`config.mk`:
```
export PLATFORM = sky130hd
export DESIGN_NAME = percent_escape_decoder_flat
export DESIGN_NICKNAME = d
export VERILOG_FILES = /design/src/sv/ped_pkg.sv /design/src/sv/ped_if.sv /design/src/sv/ped_decode.sv /design/src/sv/ped_emit.sv /design/src/sv/percent_escape_decoder.sv /design/src/flat_wrapper.sv
export SDC_FILE = /design/constraint.sdc
export NUM_CORES = 1
export LEC_CHECK = 0
export ABC_AREA = 1
export BUFFER_PORTS_ARGS = -buffer_cell sky130_fd_sc_hd__buf_2
export CAP_MARGIN = 20
export CORE_AREA = 2 2 70 72
export CTS_CLUSTER_SIZE = 16
export DETAILED_ROUTE_END_ITERATION = 6
export DIE_AREA = 0 0 72 74
export PLACE_DENSITY = 0.79
export SYNTH_ARGS = -nofsm -noshare
export SYNTH_HDL_FRONTEND = slang
export SYNTH_SLANG_ARGS = --single-unit
```
`constraint.sdc`:
```
create_clock -name clk -period 2.41 [get_ports clk]
set_input_delay 0.3615 -clock clk [delete_from_list [all_inputs] [get_ports clk]]
set_output_delay 0.3615 -clock clk [all_outputs]
set_load 0.01 [all_outputs]
```
`src/sv/ped_pkg.sv`:
```
// ----------------------------------------------------------------------------
// ped_pkg
// Shared types, constants and helpers for the percent-escape decoder.
// ----------------------------------------------------------------------------
package ped_pkg;

  localparam logic [7:0] CHAR_PCT   = 8'h25;
  localparam logic [7:0] CHAR_COLON = 8'h3A;
  localparam logic [7:0] CHAR_DEL   = 8'h7F;
  localparam logic [7:0] CTRL_MAX   = 8'd31;

  localparam int unsigned MAX_RES = 3;

  typedef enum logic [1:0] {
    PH_IDLE  = 2'd0,
    PH_PCT   = 2'd1,
    PH_DIGIT = 2'd2
  } phase_t;

  // Up to three result bytes caused by one input transaction
  typedef struct packed {
    logic [MAX_RES-1:0][7:0] bytes;
    logic [MAX_RES-1:0]      bad;
    logic [1:0]              count;
    logic                    last;
  } res_t;

  // Bit 4 set when the byte is a hex digit, bits 3:0 hold its value
  function automatic logic [4:0] hex_value(input logic [7:0] c);
    logic [4:0] r;
    r = 5'd0;
    if (c >= 8'h30 && c <= 8'h39) begin
      r = {1'b1, 4'(c - 8'h30)};
    end else if (c >= 8'h41 && c <= 8'h46) begin
      r = {1'b1, 4'(c - 8'h37)};
    end else if (c >= 8'h61 && c <= 8'h66) begin
      r = {1'b1, 4'(c - 8'h57)};
    end
    return r;
  endfunction

endpackage

```
`src/sv/ped_if.sv`:
```
// ----------------------------------------------------------------------------
// ped_in_if / ped_out_if
// Valid/ready channels for raw bytes in and decoded bytes out.
// ----------------------------------------------------------------------------
interface ped_in_if;
  logic       valid;
  logic       ready;
  logic [7:0] in_byte;
  logic       in_last;

  modport source (output valid, output in_byte, output in_last, input ready);
  modport sink   (input valid, input in_byte, input in_last, output ready);
endinterface

interface ped_out_if;
  logic       valid;
  logic       ready;
  logic [7:0] out_byte;
  logic       bad_escape;
  logic       run_end;
  logic       span_end;

  modport source (output valid, output out_byte, output bad_escape,
                  output run_end, output span_end, input ready);
  modport sink   (input valid, input out_byte, input bad_escape,
                  input run_end, input span_end, output ready);
endinterface

```
`src/sv/ped_decode.sv`:
```
// ----------------------------------------------------------------------------
// ped_decode
// Escape state tracking and per-byte decode into a bundle of up to three
// result bytes.
// ----------------------------------------------------------------------------
module ped_decode (
  input  logic          clk,
  input  logic          rst,
  ped_in_if.sink        in_ch,
  input  logic          space,
  output logic          fire,
  output ped_pkg::res_t res
);

  ped_pkg::phase_t phase;
  ped_pkg::phase_t phase_next;
  logic [7:0]      held_digit;
  logic [7:0]      held_digit_next;

  logic [4:0] hv;
  logic [4:0] hv_held;
  logic [7:0] val;
  logic       pct;
  logic       good_val;

  assign in_ch.ready = space;
  assign fire        = in_ch.valid & in_ch.ready;

  assign hv       = ped_pkg::hex_value(in_ch.in_byte);
  assign hv_held  = ped_pkg::hex_value(held_digit);
  assign val      = {hv_held[3:0], hv[3:0]};
  assign pct      = (in_ch.in_byte == ped_pkg::CHAR_PCT);
  assign good_val = (val > ped_pkg::CTRL_MAX) && (val != ped_pkg::CHAR_DEL) &&
                    (val != ped_pkg::CHAR_COLON);

  always_comb begin
    res             = '0;
    res.last        = in_ch.in_last;
    phase_next      = ped_pkg::PH_IDLE;
    held_digit_next = held_digit;
    case (phase)
      ped_pkg::PH_PCT: begin
        if (in_ch.in_last) begin
          res.bytes[0] = ped_pkg::CHAR_PCT;
          res.bytes[1] = in_ch.in_byte;
          res.bad      = 3'b011;
          res.count    = 2'd2;
        end else if (hv[4]) begin
          held_digit_next = in_ch.in_byte;
          phase_next      = ped_pkg::PH_DIGIT;
        end else if (pct) begin
          res.bytes[0] = ped_pkg::CHAR_PCT;
          res.bad      = 3'b001;
          res.count    = 2'd1;
          phase_next   = ped_pkg::PH_PCT;
        end else begin
          res.bytes[0] = ped_pkg::CHAR_PCT;
          res.bytes[1] = in_ch.in_byte;
          res.bad      = 3'b011;
          res.count    = 2'd2;
        end
      end
      ped_pkg::PH_DIGIT: begin
        if (hv[4]) begin
          if (good_val) begin
            res.bytes[0] = val;
            res.count    = 2'd1;
          end else begin
            res.bytes[0] = ped_pkg::CHAR_PCT;
            res.bytes[1] = held_digit;
            res.bytes[2] = in_ch.in_byte;
            res.count    = 2'd3;
          end
        end else if (pct && !in_ch.in_last) begin
          res.bytes[0] = ped_pkg::CHAR_PCT;
          res.bytes[1] = held_digit;
          res.bad      = 3'b011;
          res.count    = 2'd2;
          phase_next   = ped_pkg::PH_PCT;
        end else begin
          res.bytes[0] = ped_pkg::CHAR_PCT;
          res.bytes[1] = held_digit;
          res.bytes[2] = in_ch.in_byte;
          res.bad      = 3'b111;
          res.count    = 2'd3;
        end
      end
      default: begin
        if (pct) begin
          if (in_ch.in_last) begin
            res.bytes[0] = ped_pkg::CHAR_PCT;
            res.bad      = 3'b001;
            res.count    = 2'd1;
          end else begin
            phase_next = ped_pkg::PH_PCT;
          end
        end else begin
          res.bytes[0] = in_ch.in_byte;
          res.count    = 2'd1;
        end
      end
    endcase
    // end of span clears any pending escape
    if (in_ch.in_last) begin
      phase_next      = ped_pkg::PH_IDLE;
      held_digit_next = 8'd0;
    end
  end

  always_ff @(posedge clk) begin
    if (rst) begin
      phase      <= ped_pkg::PH_IDLE;
      held_digit <= 8'd0;
    end else if (fire) begin
      phase      <= phase_next;
      held_digit <= held_digit_next;
    end
  end

endmodule

```
`src/sv/ped_emit.sv`:
```
// ----------------------------------------------------------------------------
// ped_emit
// Result register that holds one decoded bundle and hands its bytes out
// one transaction per cycle while the receiver is ready.
// ----------------------------------------------------------------------------
module ped_emit (
  input  logic          clk,
  input  logic          rst,
  input  logic          load,
  input  ped_pkg::res_t res,
  output logic          space,
  ped_out_if.source     out_ch
);

  logic [ped_pkg::MAX_RES-1:0][7:0] slot_byte;
  logic [ped_pkg::MAX_RES-1:0]      slot_bad;
  logic                             slot_last;
  logic [1:0]                       rem;
  logic [1:0]                       pos;
  logic                             take;

  assign take  = out_ch.valid & out_ch.ready;
  // accept when empty or while the final byte of the held bundle leaves this cycle
  assign space = (rem == 2'd0) || ((rem == 2'd1) && out_ch.ready);

  assign out_ch.valid      = (rem != 2'd0);
  assign out_ch.out_byte   = slot_byte[pos];
  assign out_ch.bad_escape = slot_bad[pos];
  assign out_ch.run_end    = (rem == 2'd1);
  assign out_ch.span_end   = (rem == 2'd1) && slot_last;

  always_ff @(posedge clk) begin
    if (rst) begin
      rem <= 2'd0;
      pos <= 2'd0;
    end else if (load && res.count != 2'd0) begin
      rem <= res.count;
      pos <= 2'd0;
    end else if (take) begin
      rem <= rem - 2'd1;
      pos <= pos + 2'd1;
    end
  end

  always_ff @(posedge clk) begin
    if (load) begin
      slot_byte <= res.bytes;
      slot_bad  <= res.bad;
      slot_last <= res.last;
    end
  end

endmodule

```
`src/sv/percent_escape_decoder.sv`:
```
// ----------------------------------------------------------------------------
// percent_escape_decoder
// URL-style percent-escape decoder over a valid/ready byte stream.
// ----------------------------------------------------------------------------
// Usage:
//   in_ch carries one raw byte per transaction plus in_last, which marks the
//   final byte of a span. out_ch carries decoded bytes with bad_escape (byte
//   from a malformed or truncated escape), run_end (last byte caused by one
//   input) and span_end (last byte of the span).
//   A '%' that opens an escape, or the first hex digit after it, in mid-span
//   produces nothing and is held; other inputs produce one, two or three bytes.
//   A result is registered and appears on out_ch the cycle after its input is taken.
//   Throughput: one input per cycle while each input yields at most one
//   byte and the receiver is ready; an input yielding several bytes holds the
//   output register until they drain, one byte per cycle while ready.
//   The next input is taken in the cycle the last pending byte leaves, so a
//   stream of plain bytes flows with no bubbles.
//   Reset clears the escape state and empties the output register.
//   When the receiver stalls, the pending byte holds on out_ch and in_ch
//   ready drops until the register can drain.
// ----------------------------------------------------------------------------
module percent_escape_decoder (
  input  logic      clk,
  input  logic      rst,
  ped_in_if.sink    in_ch,
  ped_out_if.source out_ch
);

  ped_pkg::res_t res;
  logic          fire;
  logic          space;

  ped_decode u_decode (
    .clk   (clk),
    .rst   (rst),
    .in_ch (in_ch),
    .space (space),
    .fire  (fire),
    .res   (res)
  );

  ped_emit u_emit (
    .clk    (clk),
    .rst    (rst),
    .load   (fire),
    .res    (res),
    .space  (space),
    .out_ch (out_ch)
  );

endmodule

```
`src/flat_wrapper.sv`:
```
// flat-port wrapper written by rule: the top's interface ports become plain ports
module percent_escape_decoder_flat 
  (clk, rst, in_ch_valid, in_ch_in_byte, in_ch_in_last, in_ch_ready, out_ch_valid, out_ch_out_byte, out_ch_bad_escape, out_ch_run_end, out_ch_span_end, out_ch_ready);
  ped_in_if in_ch_i ();
  ped_out_if out_ch_i ();
  input  logic clk;
  input  logic rst;
  input wire logic [$bits(in_ch_i.valid)-1:0] in_ch_valid;
  input wire logic [$bits(in_ch_i.in_byte)-1:0] in_ch_in_byte;
  input wire logic [$bits(in_ch_i.in_last)-1:0] in_ch_in_last;
  output wire logic [$bits(in_ch_i.ready)-1:0] in_ch_ready;
  output wire logic [$bits(out_ch_i.valid)-1:0] out_ch_valid;
  output wire logic [$bits(out_ch_i.out_byte)-1:0] out_ch_out_byte;
  output wire logic [$bits(out_ch_i.bad_escape)-1:0] out_ch_bad_escape;
  output wire logic [$bits(out_ch_i.run_end)-1:0] out_ch_run_end;
  output wire logic [$bits(out_ch_i.span_end)-1:0] out_ch_span_end;
  input wire logic [$bits(out_ch_i.ready)-1:0] out_ch_ready;
  assign in_ch_i.valid = in_ch_valid;
  assign in_ch_i.in_byte = in_ch_in_byte;
  assign in_ch_i.in_last = in_ch_in_last;
  assign in_ch_ready = in_ch_i.ready;
  assign out_ch_valid = out_ch_i.valid;
  assign out_ch_out_byte = out_ch_i.out_byte;
  assign out_ch_bad_escape = out_ch_i.bad_escape;
  assign out_ch_run_end = out_ch_i.run_end;
  assign out_ch_span_end = out_ch_i.span_end;
  assign out_ch_i.ready = out_ch_ready;
  percent_escape_decoder u_core (.clk(clk), .rst(rst), .in_ch(in_ch_i), .out_ch(out_ch_i));
endmodule
```
==> qor.yml <==
status:
  status: "complete, no violations"
final_layout:
  fin_nets: 387
  area_delta_synth_final_pct: 15.1
  diodes: 0
  multi_input_comb_area_um2: 1260
  seq_area_um2: 1120
  fillers: 407
  layout_commonest_cell: "nand2_1"
  layout-drive-gt1-share: 0.200
  final_area_um2: 2970
  final_cell_mix: "59 x nand2_1, 45 x inv_1, 42 x nor2_1, 35 x nand3_1, 28 x edfxtp_1"
  layout.cells.non_filler: 419
logic_synthesis:
  synth_area_leaders: "edfxtp_1 33%, dfxtp_1 11%, nand2_1 8.7%"
  yosysUniqueCellTypes: 37
  async_flop_share: 0
  synth_fp_nets: 351
  ys_ff_latch: 42
  synth.avg_cell_area_um2: 7.88
  yosysWarnings: 0
  netlist_instances: 328
  syn_area_um2: 2580
  yosysSeqAreaShare: 0.434
  ys.flop_type: "edfxtp_1"
  synth_edf_count: 28
  synth_top_area_frac: 0.325
  synth_top_area_cell: "edfxtp_1"
worst_setup_path:
  worst-setup-path-type: "reg -> reg"
  path_max_fanout: 8
  r2r_setup_slack_ps: 130
  cp.arrival_ps: 2340
  crit-reg2reg-launch: "u_core.u_decode.held_digit[0]"
  required_ps: 2470
  rr_endpoint: "u_core.u_emit.slot_byte[5]"
  crit_path_end_kind: "flop"
  worstSetupStartpointType: "flop"
  reg2regPathDepth: 16
routing:
  num_vias: 2424
  drc: 0
  drtIter0Drc: 147
  wl_per_cell_um: 15.2
  viasPerCell: 5.79
  routed_wl_mm: 6.38
  drt.antenna.violating_nets: 0
  drt_first_pass_iters: 5
hold_path:
  min_to: "u_core.u_decode.held_digit[0]"
  hold_path.class: "in -> reg"
  min-delay-start: "rst"
  hold_depth: 2
clock_network:
  clkTransAtPathRegs_ps: 80
  cts-root-buf: "clkbuf_8"
  clock_path_buffers: 2
  cts_buffers: 5
  clkLatencyLatePin_ps: 290
  h-tree-depth: 2
  cts_num_sinks: 42
  cts_setup_buffers: 0
  cts_tree: "yes"
global_route:
  grt_pass1_wl_mm: 10.4
  overflow: 0
  grt_usage: 0.250
  grt_start_max_net_pins: 29
  grt_pass1_vias: 2204
  grt_antenna_before_repair: 0
pwr:
  p_per_area_nw_per_um2: 644
  p_int_mw: 1.34
  p_sw_frac: 0.299
  peakVddDrop_uv: 280
  clkPwrFrac: 0.290
  seq_power_share: 0.469
  leakagePower_nw: 1.27
  switchingPower_mw: 0.573
  p_comb_frac: 0.242
  finalPower_mw: 1.91
sta:
  min_period_over_period: 0.946
  fmax_mhz: 438
  skew_ps: 7.19
  tightest_slew_ps: 646
  fin_crit_ps: 2280
  slew_headroom: 0.569
  drv_slew: 0
  hold_viol: 0
  setup_violations: 0
  fin_ws_ps: 129
  rsz0062_at_grt: "false"
  fin_tns_setup_ps: 0
die:
  num_io_pins: 26
  start_util: 0.562
  die_w_um: 72
  die_h_um: 74
  die-area_um2: 5330
  rows: 25
  core_area_um2: 4600
placed_design:
  gp_congestion: 1.05
  pre_cts_ws_ps: -32.1
  dpl.hpwl_mm: 4.80
  dp_cells: 411
  post_dp_cell_area_um2: 2840
  port_buffers: 25
run:
  cap_violations: 0
-- per-layer routing --
| metal | GRT usage | up-vias | share of wire |
|---|---|---|---|
| li1 | - | 1170 | - |
| met1 | 0.328 | 1086 | 0.42 |
| met2 | 0.416 | 131 | 0.46 |
| met3 | 0.0447 | 37 | 0.079 |
| met4 | 0.101 | 0 | 0.039 |
| met5 | 0 | - | 0 |
-- state kept, by name, indices dropped and copies added (netlist names) --
name and flops:
u_core.u_decode.phase 2, u_core.u_emit.rem 2, u_core.u_decode.held_digit 8, u_core.u_emit.slot_bad 3
u_core.u_emit.slot_byte 24, u_core.u_emit.slot_last 1, u_core.u_emit.pos 2
-- Yosys cell counts (2+ instances only) --
cell and n:
edfxtp_1 28, nor2_1 42, nand3_1 37, inv_2 3, nand2_4 3, and3_1 3, a21oi_1 13, dfxtp_1 14
ha_1 10, xor2_1 2, nand2_1 60, o21ai_2 2, or2_2 2, inv_1 45, o32ai_1 3, nor3_1 2
nand4_1 4, o22ai_1 5, clkinv_1 3, nand2_2 6, clkbuf_1 7, o211ai_1 3, o31ai_1 9, o21ai_0 9
-- repair_timing --
action | 4_1_cts | 5_1_grt
resized for setup | 0 | 9
hold buffers | 0 | 0
setup endpoints to repair | 0 | 22
-- worst max-delay path, cell delays in order, from the launching register on --
cell and delay [ps]:
dfxtp_2 350, inv_1 90, ha_2 210, nand2_1 90
nand3_2 120, nand2_4 130, nand3_1 100, nand3_2 130
nand3_1 90, nand2_1 60, nand2_1 50, nand2_1 90
nand2_2 100, nand2_4 130, nand2_1 110, o21ai_1 150
inv_1 60
-- through the flow --
step            util  hold WS (ps)
6_report       0.647           368
5_1_grt        0.647           382
4_1_cts        0.641           381
3_5_place_dp   0.617           466
3_3_place_gp   0.617           454
2_1_floorplan      -           431
-- logic make-up after synthesis --
logic type / after synthesis / share of synthesized area
AOI/OAI and AO/OA: 51 / 0.131
and+or+nand+nor: 163 / 0.291
buffers and inverters: 60 / 0.0891
adders and majority gates: 10 / 0.0484
DFF: 42 / 0.434
xor gates and xnor gates: 2 / 0.00678
-- power groups by stage --
stage	combinational (mW)	clock, mW	sequential [mW]
after floorplan	0.299	0	0.907
after global placement	0.444	0	0.911
after detailed placement	0.457	0	0.914
after CTS	0.459	0.558	0.897
after global routing	0.514	0.593	0.904
final	0.462	0.555	0.897
-- cell type report --
| class | instances | area share |
|---|---|---|
| repair buffers | 38 | 0.0749 |
| flip-flops and latches | 42 | 0.377 |
| clock inverters | 2 | 0.0126 |
| inverters | 51 | 0.0644 |
| well taps | 54 | 0.0227 |
| clock buffers | 6 | 0.0244 |
| multi-input cells | 226 | 0.424 |
-- worst max path at each step --
stage | start | to | slack, ps | depth (start not counted)
floorplan | u_core.u_emit.rem[0] | u_core.u_decode.held_digit[0] | 160 | 11
global placement | in_ch_in_byte[0] | u_core.u_emit.slot_byte[2] | -70 | 19
detailed placement | in_ch_in_byte[0] | u_core.u_emit.slot_byte[5] | -30 | 19
CTS | u_core.u_decode.held_digit[0] | u_core.u_emit.slot_byte[5] | 20 | 16
global route | u_core.u_decode.held_digit[0] | u_core.u_emit.slot_byte[5] | 8 | 16
finish | u_core.u_decode.held_digit[0] | u_core.u_emit.slot_byte[5] | 130 | 16
No activity file was read; power rests on OpenSTA's default activity.
